$ cat src/hdl/amamc_pkg.sv
// ----------------------------------------------------------------------------
// amamc_pkg
// Types, field layout and constants shared by the motion classifier modules.
// ----------------------------------------------------------------------------
package amamc_pkg;

    localparam int RAW_W       = 16;
    localparam int AVG_W       = 17;
    localparam int CLS_W       = 2;
    localparam int CFG_W       = 16;
    localparam int CFG_ADDR_W  = 2;
    localparam int S_TDATA_W   = 32;
    localparam int M_TDATA_W   = 40;

    // Result beat layout, lowest bit first.
    localparam int AVG_LONG_LSB = 0;
    localparam int AVG_LAT_LSB  = AVG_LONG_LSB + AVG_W;
    localparam int MOTION_LSB   = AVG_LAT_LSB + AVG_W;
    localparam int TURN_LSB     = MOTION_LSB + CLS_W;
    localparam int M_USED_W     = TURN_LSB + CLS_W;

    localparam int DEF_WINDOW     = 10;
    localparam int THR_MOTION_RST = 209;
    localparam int THR_TURN_RST   = 292;

    // Per-axis class: above the positive threshold or below the negative one.
    // Longitudinal: stopped, accelerating, braking. Lateral: straight, right, left.
    typedef enum logic [CLS_W-1:0] {
        CLS_NONE = 2'd0,
        CLS_POS  = 2'd1,
        CLS_NEG  = 2'd2
    } cls_t;

    typedef enum logic [CFG_ADDR_W-1:0] {
        REG_OFFSET_LONG      = 2'd0,
        REG_OFFSET_LAT       = 2'd1,
        REG_THRESHOLD_MOTION = 2'd2,
        REG_THRESHOLD_TURN   = 2'd3
    } cfg_reg_t;

    typedef struct packed {
        logic signed [AVG_W-1:0] avg;
        cls_t                    cls;
    } lane_res_t;

endpackage

$ cat src/hdl/amamc_lane.sv
// ----------------------------------------------------------------------------
// amamc_lane
// One axis: offset correction, sample window with running sum, threshold
// compare and division of the sum by the window length.
// ----------------------------------------------------------------------------
module amamc_lane #(
    parameter int WINDOW = amamc_pkg::DEF_WINDOW
) (
    input  logic                                 aclk,
    input  logic                                 aresetn,
    input  logic                                 adv,
    input  logic                                 shift_en,
    input  logic signed [amamc_pkg::RAW_W-1:0]   raw,
    input  logic signed [amamc_pkg::RAW_W-1:0]   offset,
    input  logic [$clog2(WINDOW)+15:0]           lim,
    output amamc_pkg::lane_res_t                 res
);
    import amamc_pkg::*;

    localparam int LogW   = $clog2(WINDOW);
    localparam int MagW   = 16 + LogW;
    localparam int SumW   = MagW + 1;
    localparam int Shift  = MagW + LogW;
    localparam int RecipW = MagW + 1;
    localparam int ProdW  = MagW + RecipW;
    localparam longint RecipL =
        ((longint'(1) << Shift) + longint'(WINDOW) - longint'(1)) / longint'(WINDOW);
    localparam logic [RecipW-1:0] RECIP_C = RecipW'(RecipL);

    logic signed [AVG_W-1:0] corr_reg;
    logic signed [AVG_W-1:0] win_reg [WINDOW];
    logic signed [SumW-1:0]  sum_reg;
    logic signed [SumW-1:0]  sum_next;
    logic signed [SumW-1:0]  lim_s;
    logic [MagW-1:0]         mag_reg;
    logic                    neg3_reg;
    cls_t                    cls3_reg;
    cls_t                    cls_next;
    logic [ProdW-1:0]        prod_reg;
    logic                    neg4_reg;
    cls_t                    cls4_reg;
    logic [AVG_W-1:0]        quot;

    // The oldest sample leaves from the end of the shift line as the new one enters.
    assign sum_next = sum_reg + SumW'(corr_reg) - SumW'(win_reg[WINDOW-1]);
    assign lim_s    = $signed({1'b0, lim});

    always_comb begin
        if (sum_reg > lim_s) begin
            cls_next = CLS_POS;
        end else if (sum_reg < -lim_s) begin
            cls_next = CLS_NEG;
        end else begin
            cls_next = CLS_NONE;
        end
    end

    always_ff @(posedge aclk) begin
        if (!aresetn) begin
            sum_reg <= '0;
            for (int i = 0; i < WINDOW; i++) begin
                win_reg[i] <= '0;
            end
        end else if (shift_en) begin
            sum_reg    <= sum_next;
            win_reg[0] <= corr_reg;
            for (int i = 1; i < WINDOW; i++) begin
                win_reg[i] <= win_reg[i-1];
            end
        end
    end

    always_ff @(posedge aclk) begin
        if (adv) begin
            corr_reg <= AVG_W'(raw) - AVG_W'(offset);
            neg3_reg <= sum_reg[SumW-1];
            mag_reg  <= sum_reg[SumW-1] ? MagW'(-sum_reg) : MagW'(sum_reg);
            cls3_reg <= cls_next;
            // Exact floor division by the window length through a scaled reciprocal.
            prod_reg <= ProdW'(mag_reg) * ProdW'(RECIP_C);
            neg4_reg <= neg3_reg;
            cls4_reg <= cls3_reg;
        end
    end

    assign quot    = prod_reg[Shift+AVG_W-1:Shift];
    assign res.avg = neg4_reg ? -$signed(quot) : $signed(quot);
    assign res.cls = cls4_reg;

endmodule

$ cat src/hdl/amamc_merge.sv
// ----------------------------------------------------------------------------
// amamc_merge
// Joins the two lane results into one beat and holds it in the output
// register until the receiver takes it.
// ----------------------------------------------------------------------------
module amamc_merge (
    input  logic                                aclk,
    input  logic                                aresetn,
    input  logic                                vld_in,
    input  amamc_pkg::lane_res_t                res_long,
    input  amamc_pkg::lane_res_t                res_lat,
    output logic                                adv,
    output logic                                m_tvalid,
    input  logic                                m_tready,
    output logic [amamc_pkg::M_TDATA_W-1:0]     m_tdata
);
    import amamc_pkg::*;

    logic                 m_tvalid_reg;
    logic [M_TDATA_W-1:0] m_tdata_reg;
    logic [M_TDATA_W-1:0] m_tdata_next;

    // The pipeline moves whenever the output register is empty or being emptied.
    assign adv = !m_tvalid_reg || m_tready;

    assign m_tdata_next = {{(M_TDATA_W - M_USED_W){1'b0}},
                           res_lat.cls, res_long.cls, res_lat.avg, res_long.avg};

    always_ff @(posedge aclk) begin
        if (!aresetn) begin
            m_tvalid_reg <= 1'b0;
        end else if (adv) begin
            m_tvalid_reg <= vld_in;
        end
    end

    always_ff @(posedge aclk) begin
        if (adv) begin
            m_tdata_reg <= m_tdata_next;
        end
    end

    assign m_tvalid = m_tvalid_reg;
    assign m_tdata  = m_tdata_reg;

endmodule

$ cat src/hdl/accel_moving_average_motion_classifier.sv
// ----------------------------------------------------------------------------
// accel_moving_average_motion_classifier
// Two-axis moving average with three-way threshold classification per axis.
// ----------------------------------------------------------------------------
// Input beats carry one raw accelerometer sample per axis on s_tdata. Each
// axis runs in its own lane: the offset is subtracted, the value enters a
// shift line of WINDOW samples with a running sum, and the sum is compared
// with threshold times WINDOW and divided by WINDOW.
// Every input beat gives exactly one result beat on m_tdata, in order.
// A beat accepted passes the offset, sum, magnitude and compare, and reciprocal
// multiply registers and then the output register before m_tvalid shows it.
// Throughput: one beat per cycle while the receiver does not stall; the running
// sum is the only loop and it closes in a single add and subtract.
// When the receiver stalls, the output register holds its beat and s_tready
// drops, so the whole pipeline freezes; it resumes without loss.
// Reset clears the window and sums to zero, restores the offsets to zero and
// the thresholds to 209 and 292 counts, and empties the pipeline.
// Registers are written through cfg_wr_en, cfg_addr and cfg_wr_data; the user
// must write only while no beats are in flight; the block does not enforce it.
// ----------------------------------------------------------------------------
module accel_moving_average_motion_classifier #(
    parameter int WINDOW = amamc_pkg::DEF_WINDOW
) (
    input  logic                                 aclk,
    input  logic                                 aresetn,
    input  logic                                 s_tvalid,
    output logic                                 s_tready,
    // raw_long[15:0], raw_lat[31:16]
    input  logic [amamc_pkg::S_TDATA_W-1:0]      s_tdata,
    output logic                                 m_tvalid,
    input  logic                                 m_tready,
    // avg_long[16:0], avg_lat[33:17], motion_class[35:34], turn_class[37:36]
    output logic [amamc_pkg::M_TDATA_W-1:0]      m_tdata,
    input  logic                                 cfg_wr_en,
    input  logic [amamc_pkg::CFG_ADDR_W-1:0]     cfg_addr,
    input  logic [amamc_pkg::CFG_W-1:0]          cfg_wr_data
);
    import amamc_pkg::*;

    localparam int LimW = 16 + $clog2(WINDOW);

    logic signed [RAW_W-1:0] offset_long_reg;
    logic signed [RAW_W-1:0] offset_lat_reg;
    logic [LimW-1:0]         lim_motion_reg;
    logic [LimW-1:0]         lim_turn_reg;
    logic [LimW-1:0]         lim_next;
    logic [3:0]              vld_reg;
    logic                    adv;
    lane_res_t               res_long;
    lane_res_t               res_lat;

    // Thresholds are kept already scaled by the window length.
    assign lim_next = LimW'(cfg_wr_data * WINDOW);

    always_ff @(posedge aclk) begin
        if (!aresetn) begin
            offset_long_reg <= '0;
            offset_lat_reg  <= '0;
            lim_motion_reg  <= LimW'(THR_MOTION_RST * WINDOW);
            lim_turn_reg    <= LimW'(THR_TURN_RST * WINDOW);
        end else if (cfg_wr_en) begin
            unique case (cfg_reg_t'(cfg_addr))
                REG_OFFSET_LONG:      offset_long_reg <= $signed(cfg_wr_data);
                REG_OFFSET_LAT:       offset_lat_reg  <= $signed(cfg_wr_data);
                REG_THRESHOLD_MOTION: lim_motion_reg  <= lim_next;
                REG_THRESHOLD_TURN:   lim_turn_reg    <= lim_next;
                default: begin
                end
            endcase
        end
    end

    always_ff @(posedge aclk) begin
        if (!aresetn) begin
            vld_reg <= '0;
        end else if (adv) begin
            vld_reg <= {vld_reg[2:0], s_tvalid};
        end
    end

    assign s_tready = adv;

    amamc_lane #(.WINDOW(WINDOW)) u_lane_long (
        .aclk     (aclk),
        .aresetn  (aresetn),
        .adv      (adv),
        .shift_en (adv && vld_reg[0]),
        .raw      ($signed(s_tdata[RAW_W-1:0])),
        .offset   (offset_long_reg),
        .lim      (lim_motion_reg),
        .res      (res_long)
    );

    amamc_lane #(.WINDOW(WINDOW)) u_lane_lat (
        .aclk     (aclk),
        .aresetn  (aresetn),
        .adv      (adv),
        .shift_en (adv && vld_reg[0]),
        .raw      ($signed(s_tdata[2*RAW_W-1:RAW_W])),
        .offset   (offset_lat_reg),
        .lim      (lim_turn_reg),
        .res      (res_lat)
    );

    amamc_merge u_merge (
        .aclk     (aclk),
        .aresetn  (aresetn),
        .vld_in   (vld_reg[3]),
        .res_long (res_long),
        .res_lat  (res_lat),
        .adv      (adv),
        .m_tvalid (m_tvalid),
        .m_tready (m_tready),
        .m_tdata  (m_tdata)
    );

endmodule

$ cat config.mk
export PLATFORM = sky130hd
export DESIGN_NAME = accel_moving_average_motion_classifier
export DESIGN_NICKNAME = d
export VERILOG_FILES = /design/src/hdl/amamc_pkg.sv /design/src/hdl/amamc_lane.sv /design/src/hdl/amamc_merge.sv /design/src/hdl/accel_moving_average_motion_classifier.sv
export SDC_FILE = /design/constraint.sdc
export NUM_CORES = 2
export LEC_CHECK = 0
export ABC_AREA = 1
export BUFFER_PORTS_ARGS = -buffer_cell sky130_fd_sc_hd__buf_2
export CORE_MARGIN = 2
export CORE_UTILIZATION = 59
export CTS_BUF_LIST = sky130_fd_sc_hd__clkbuf_4
export DETAILED_ROUTE_END_ITERATION = 16
export MAX_ROUTING_LAYER = met4
export PLACE_DENSITY = 0.73
export SYNTH_ARGS = -nofsm -noshare
export SYNTH_HDL_FRONTEND = slang
export SYNTH_SLANG_ARGS = --single-unit
$ cat constraint.sdc
create_clock -name aclk -period 11.78 [get_ports aclk]
set_clock_uncertainty 0.1 [all_clocks]
set_input_delay 0 -clock aclk [delete_from_list [all_inputs] [get_ports aclk]]
set_output_delay 0 -clock aclk [all_outputs]
set_load 0.01 [all_outputs]
======== Word level (Yosys, flattened, before mapping) ========
Memory sizes are Yosys's and may differ from the RTL's.
Index checks and enable logic that the tools add are counted.
cells by class
  bitwise gates (word level) .............. 20
  reductions and logical operators ........ 8
  magnitude comparators ................... 4
  multiplexer cells ....................... 30
  $add $sub $neg .......................... 12
  equality and inequality tests ........... 3
  multipliers ............................. 3
operators with widths
  cell                      count
  $mux W17                  22
  $mul A20 B20 Y40 const B  2
  $add A21 B17 Y21          2
  $gt A21 B21 Y1            2
  $lt A21 B21 Y1            2
  $neg A20 Y21              2
  $sub A21 B17 Y21          2
  $mux W20                  2
  $neg A20 Y20              2
  $neg A17 Y17              2
  $sub A16 B16 Y17          2
  $or A1 B1 Y1              20
  $mul A16 B3 Y19 const B   1
  $reduce_and A2 Y1         4
  $eq A2 B2 Y1 const B      2
  $mux W1                   4
  $mux W2                   2
  $eq A2 B1 Y1 const B      1
  $logic_not A2 Y1          1
  $logic_and A1 B1 Y1       1
  $logic_not A1 Y1          1
  $logic_or A1 B1 Y1        1
storage, ports and cells
  bits in writable memories ............... 340
  flip-flop bits (word level) ............. 321
  memories ................................ 2
  logic and storage cells ................. 105
  output and inout bits ................... 42
  input bits .............................. 55
memories
  memory               depth  width  read ports  clocked after memory_dff  wr ports  line              source
  u_lane_lat.win_reg   10     17     10          0                         10        amamc_lane.sv:31  logic signed [AVG_W-1:0] win_reg [WINDOW];
  u_lane_long.win_reg  10     17     10          0                         10        amamc_lane.sv:31

======== Depth between registers and ports, before layout ========
  word-level depth ........................ 7
  depth in mapped cells ................... 27
  gate-level depth less buffers ........... 26

======== By module ========
A second synthesis with hierarchy kept.
second synthesis, totals
  cells, all modules ...................... 5420
  area, all modules ....................... 48083.6 sq um
by module, submodules not included
  module                                  instances  area each (sq um)  seq. area each (sq um)  cells each
  amamc_lane (u_lane_lat)                 1          21674.5            7327.0                  2439
  amamc_lane (u_lane_long)                1          21486.9            7327.0                  2409
  accel_moving_average_motion_classifier  1          3716.1             1481.4                  525
  amamc_merge                             1          1206.2             1161.1                  47

======== Worst setup path before layout ========
Ideal clock, no wire load.
  path kind ............................... flip-flop to flip-flop
  start point ............................. register u_lane_long.mag_reg[8]
  end point ............................... register u_lane_long.prod_reg[27] (data pin)
  path slack .............................. 6465 ps
  data arrival time ....................... 4962 ps
  required time ........................... 11427 ps
  stages on the path, launching flop included .. 22
  path through ............................ edfxtp_1 ha_1 clkbuf_1 xor2_1 ha_1 a21o_1 ha_1 inv_1 fa_1 fa_1 inv_1 fa_1 inv_1 fa_1 inv_1 ha_1 nand2_1 o21ai_0 a21oi_1 or2_2 nand4_1 nand2_1
between the ends
  word-level cells in the longest chain between the ends .. 1
RTL lines
  what                      line              source
  start: declaration        amamc_lane.sv:35  logic [MagW-1:0] mag_reg;
  start signal: assignment  amamc_lane.sv:77  mag_reg <= sum_reg[SumW-1] ? MagW'(-sum_reg) : MagW'(sum_reg);
  $mul A20 B20 Y40          amamc_lane.sv:80  prod_reg <= ProdW'(mag_reg) * ProdW'(RECIP_C);
  end signal: assignment    amamc_lane.sv:80
  end: declaration          amamc_lane.sv:39  logic [ProdW-1:0] prod_reg;
No other way between the ends.
A chain may end at the register's enable or synchronous reset.

======== Final worst setup path ========
  start point ............................. register u_lane_lat.mag_reg[3]
  end point ............................... register u_lane_lat.prod_reg[32] (data pin)
between the ends
  word-level cells in the longest chain between the ends .. 1
RTL lines
  what                      line
  start: declaration        amamc_lane.sv:35
  start signal: assignment  amamc_lane.sv:77
  $mul A20 B20 Y40          amamc_lane.sv:80
  end signal: assignment    amamc_lane.sv:80
  end: declaration          amamc_lane.sv:39
No other way between the ends.

==> impl_results.html <==
<table>
<tr><th>Metric</th><th>Value</th></tr>
<tr><th colspan="2">Clocking</th></tr>
<tr><td>Root Buffer Master</td><td>sky130_fd_sc_hd__clkbuf_4</td></tr>
<tr><td>Clock insertion delay at the later pin of the skew report</td><td>1050 ps</td></tr>
<tr><td>Number of setup buffers added after CTS</td><td>0</td></tr>
<tr><td>H-tree depth</td><td>4</td></tr>
<tr><td>Total number of clock tree sinks</td><td>615</td></tr>
<tr><td>Resized cells post-CTS</td><td>0</td></tr>
<tr><td>Clock edge transition at the registers on the reported setup and hold paths</td><td>70 ps</td></tr>
<tr><td>TritonCTS clock tree</td><td>built</td></tr>
<tr><td>Maximum buffer depth of the clock tree</td><td>3</td></tr>
<tr><td>TritonCTS buffer count</td><td>160</td></tr>
<tr><th colspan="2">Timing</th></tr>
<tr><td>Transition at the pin with the smallest max-transition slack</td><td>1078 ps</td></tr>
<tr><td>Final setup TNS</td><td>0 ps</td></tr>
<tr><td>Final worst-path cycle share</td><td>50.65%</td></tr>
<tr><td>Final hold vios</td><td>0</td></tr>
<tr><td>Worst rel slew slack</td><td>28.15%</td></tr>
<tr><td>Achievable Freq</td><td>167.6 MHz</td></tr>
<tr><td>Number of pins with negative max-slew slack in the final report</td><td>0</td></tr>
<tr><td>Fin crit period</td><td>5967 ps</td></tr>
<tr><td>Unrepaired setup endpoints after global routing</td><td>false</td></tr>
<tr><td>Final setup fails</td><td>0</td></tr>
<tr><th colspan="2">Global routing</th></tr>
<tr><td>Vias in the first global route</td><td>36420</td></tr>
<tr><td>Maximum number of pins on one net before global-route repair</td><td>149</td></tr>
<tr><td>Antenna violations before repair</td><td>6</td></tr>
<tr><td>Remaining Overflow, GRT</td><td>0</td></tr>
<tr><td>Total global-route track usage</td><td>29.61%</td></tr>
<tr><td>First-pass GRT wire length</td><td>186700 um</td></tr>
<tr><th colspan="2">Routing</th></tr>
<tr><td>Length of the first detailed-routing pass in iterations</td><td>7</td></tr>
<tr><td>Via count</td><td>35770</td></tr>
<tr><td>Number of DRC violations after detailed-routing iteration 0</td><td>2344</td></tr>
<tr><td>Post-route ant nets</td><td>0</td></tr>
<tr><td>Total wire length</td><td>115400 um</td></tr>
<tr><td>Final routed wire length divided by cell count</td><td>16.95 um</td></tr>
<tr><td>Via density per instance</td><td>5.257</td></tr>
<tr><td>Remaining design rule violation count</td><td>0</td></tr>
<tr><th colspan="2">Yosys</th></tr>
<tr><td>Yosys cell types</td><td>47</td></tr>
<tr><td>Total number of yosys warnings</td><td>0</td></tr>
<tr><td>Sequential fraction of the synthesis area</td><td>36.38%</td></tr>
<tr><td>Synthesized instance count</td><td>5264</td></tr>
<tr><td>Average cell area after synthesis</td><td>9.033 um2</td></tr>
<tr><td>Synth Register Bits</td><td>615</td></tr>
<tr><td>Predominant post-synthesis flop cell</td><td>sky130_fd_sc_hd__edfxtp_1</td></tr>
<tr><td>Mapped cell area</td><td>47550 um2</td></tr>
<tr><td>Number of synthesized flops with an enable pin</td><td>498</td></tr>
<tr><td>Fraction of registers with async set/reset</td><td>0%</td></tr>
<tr><th colspan="2">Die</th></tr>
<tr><td>Count of boundary I/O pins</td><td>97</td></tr>
<tr><td>Effective utilization at floorplan</td><td>59.32%</td></tr>
<tr><td>Y dimension of the die</td><td>287.9 um</td></tr>
<tr><td>Std-Cell Rows</td><td>104</td></tr>
<tr><td>Die width</td><td>287.9 um</td></tr>
<tr><td>Area of the die</td><td>82880 um2</td></tr>
<tr><td>Placeable core region</td><td>80160 um2</td></tr>
<tr><th colspan="2">Worst setup path</th></tr>
<tr><td>Required time reported for the critical path endpoint</td><td>12450 ps</td></tr>
<tr><td>Critical path peak fanout</td><td>7</td></tr>
<tr><td>Ordered cell list for the critical path</td><td>ha_1, xor2_1, ha_1, or2_2, fa_1, fa_1, fa_1, fa_1, ha_1, ha_1, a21oi_1, o21ai_0, a21oi_1, nor2_1, nor2_1, nand2_1, nand2_1, nand2_1</td></tr>
<tr><td>Critical Path Slowest Stage Cell</td><td>sky130_fd_sc_hd__edfxtp_1</td></tr>
<tr><td>Endpoint class of the critical path</td><td>flip-flop</td></tr>
<tr><td>Arr. time, crit path</td><td>6640 ps</td></tr>
<tr><td>Max stage delay on crit path</td><td>550 ps</td></tr>
<tr><td>Critical path start-end classification</td><td>flip-flop to flip-flop</td></tr>
<tr><td>Critical path startpoint category</td><td>flip-flop</td></tr>
<tr><th colspan="2">Cells and area</th></tr>
<tr><td>Combined area of the multi-input logic cells</td><td>25350 um2</td></tr>
<tr><td>Fraction of layout instances using a drive strength above 1</td><td>7.371%</td></tr>
<tr><td>Most frequent cells in the layout</td><td>1207 x sky130_fd_sc_hd__inv_1, 678 x sky130_fd_sc_hd__nand2_1, 638 x sky130_fd_sc_hd__nor2_1</td></tr>
<tr><td>Sequential cell area</td><td>17300 um2</td></tr>
<tr><td>Growth of design area from synthesis to finish</td><td>11.09%</td></tr>
<tr><td>Number of nets in the layout</td><td>6579</td></tr>
<tr><td>Total of fill cells in the finished design</td><td>6690</td></tr>
<tr><td>Cell area after layout</td><td>52830 um2</td></tr>
<tr><td>Most common library cell in the layout ignoring fill and taps</td><td>sky130_fd_sc_hd__inv_1</td></tr>
<tr><th colspan="2">Placement</th></tr>
<tr><td>Weighted congestion reported at the end of routability-driven placement</td><td>1.028</td></tr>
<tr><td>PortBufs</td><td>94</td></tr>
<tr><td>Dpl cell area</td><td>49090 um2</td></tr>
<tr><td>HPWL after detailed placement</td><td>85910 um</td></tr>
<tr><th colspan="2">Hold path</th></tr>
<tr><td>Min-Delay Path Class</td><td>input pin to flip-flop</td></tr>
<tr><th colspan="2">Run</th></tr>
<tr><td>Max-cap violations</td><td>0</td></tr>
<tr><th colspan="2">Run status</th></tr>
<tr><td>Status</td><td>finished clean</td></tr>
</table>
[path summary, 6_finish.rpt]
path                                                        start                                end  slack [ps]  cells after the start
worst min-delay path                               cfg_wr_data[4]       lim_turn_reg[5]$_SDFFE_PN1P_         170                      6
worst max-delay path              u_lane_lat.mag_reg[3]$_DFFE_PN_  u_lane_lat.prod_reg[32]$_DFFE_PN_        5810                     18
worst min register to register  u_lane_long.cls4_reg[1]$_DFFE_PN_      u_merge.m_tdata[35]$_DFFE_PN_         320                      0
worst max register to register    u_lane_lat.mag_reg[3]$_DFFE_PN_  u_lane_lat.prod_reg[32]$_DFFE_PN_        5810                     18
[metrics by stage]
stage	worst slack [ps]	std cells	utilization (%)	hold WS (ps)
floorplan	6465	5265	-	30.38
global placement	5833	6354	61.24	215.5
detailed placement	5862	6354	61.24	228.4
CTS	5874	6799	65.88	4.691
global route	5516	6805	65.90	137.4
finish	5813	6805	65.90	166.7
[cells by family after synthesis]
group	share of synthesized area [%]
AO/OA/AOI/OAI	7.305
XOR/XNOR	3.352
adder cells (fa/ha/maj)	28.28
buffers and inverters	10.35
flip-flops	36.38
other	0.007886
AND/OR/NAND/NOR	14.33
[final cells by class]
class	instances	share of cell area, %
clock buffers	233	3.311
flip-flops and latches	615	32.74
diodes	6	0.02842
multi-input cells	3359	47.99
inverters	1217	8.671
well taps	1060	2.511
clock inverters	38	0.4145
repair buffers	277	4.334
[timing repair]
item	4_1_cts	5_1_grt
hold buffers	174	0
endpoints found under the setup margin	0	0
hold endpoints to repair	281	0
[worst max-delay path, delay by kind of cell, from the launching register on]
family,cells,cell delay [ps]
AOI/OAI and AO/OA,3,770
xor gates and xnor gates,1,240
adders and majority gates,8,3370
DFF,1,550
and+or+nand+nor,6,710
[synthesized netlist by cell type (2+ instances only)]
cell type	n	area [um2]
sky130_fd_sc_hd__nor2_1	638	2395
sky130_fd_sc_hd__a21oi_2	3	26.28
sky130_fd_sc_hd__buf_4	2	15.01
sky130_fd_sc_hd__ha_1	593	7420
sky130_fd_sc_hd__nand4_1	47	294.0
sky130_fd_sc_hd__fa_1	301	6026
sky130_fd_sc_hd__o21ai_1	10	50.05
sky130_fd_sc_hd__clkbuf_1	19	71.32
sky130_fd_sc_hd__o22ai_1	11	68.82
sky130_fd_sc_hd__nor3_2	8	80.08
sky130_fd_sc_hd__nand2_1	678	2545
sky130_fd_sc_hd__a21boi_0	6	45.04
sky130_fd_sc_hd__a21oi_1	306	1531
sky130_fd_sc_hd__o21ai_2	7	61.31
sky130_fd_sc_hd__buf_1	3	11.26
sky130_fd_sc_hd__inv_2	8	30.03
sky130_fd_sc_hd__a31oi_1	10	62.56
sky130_fd_sc_hd__nand3_2	6	60.06
sky130_fd_sc_hd__nor2_2	13	81.33
sky130_fd_sc_hd__o21a_1	7	52.55
sky130_fd_sc_hd__dfxtp_1	117	2342
sky130_fd_sc_hd__xor2_1	156	1366
sky130_fd_sc_hd__o31ai_1	6	45.04
sky130_fd_sc_hd__o21bai_1	22	165.2
sky130_fd_sc_hd__or2_1	2	12.51
sky130_fd_sc_hd__nor2_4	3	33.78
sky130_fd_sc_hd__nand2_2	5	31.28
sky130_fd_sc_hd__edfxtp_1	498	14950
sky130_fd_sc_hd__nand3_1	158	790.8
sky130_fd_sc_hd__and2_1	6	37.54
sky130_fd_sc_hd__xnor2_1	26	227.7
sky130_fd_sc_hd__o211ai_1	9	67.56
sky130_fd_sc_hd__nor3_4	3	48.80
sky130_fd_sc_hd__a21o_1	25	187.7
sky130_fd_sc_hd__nor3_1	42	210.2
sky130_fd_sc_hd__nand3b_1	5	37.54
sky130_fd_sc_hd__nor4_1	11	68.82
sky130_fd_sc_hd__inv_1	1209	4538
sky130_fd_sc_hd__buf_2	49	245.2
sky130_fd_sc_hd__o21ai_0	220	1101
sky130_fd_sc_hd__or2_2	10	62.56
[per-layer routing]
| layer | vias up | GRT usage [%] | part of all wire (%) | routed length (um) |
|---|---|---|---|---|
| met5 | - | - | 0 | 0 |
| met4 | 0 | 10.85 | 3.0 | 3449 |
| met3 | 291 | 4.326 | 5.0 | 5821 |
| met2 | 1017 | 48.17 | 48 | 55170 |
| met1 | 16860 | 37.76 | 44 | 50910 |
| li1 | 17600 | - | - | - |
Power is left out: the tool's default activity adds up to more than one toggle a clock period on the data nets, which glitch-free logic cannot reach.
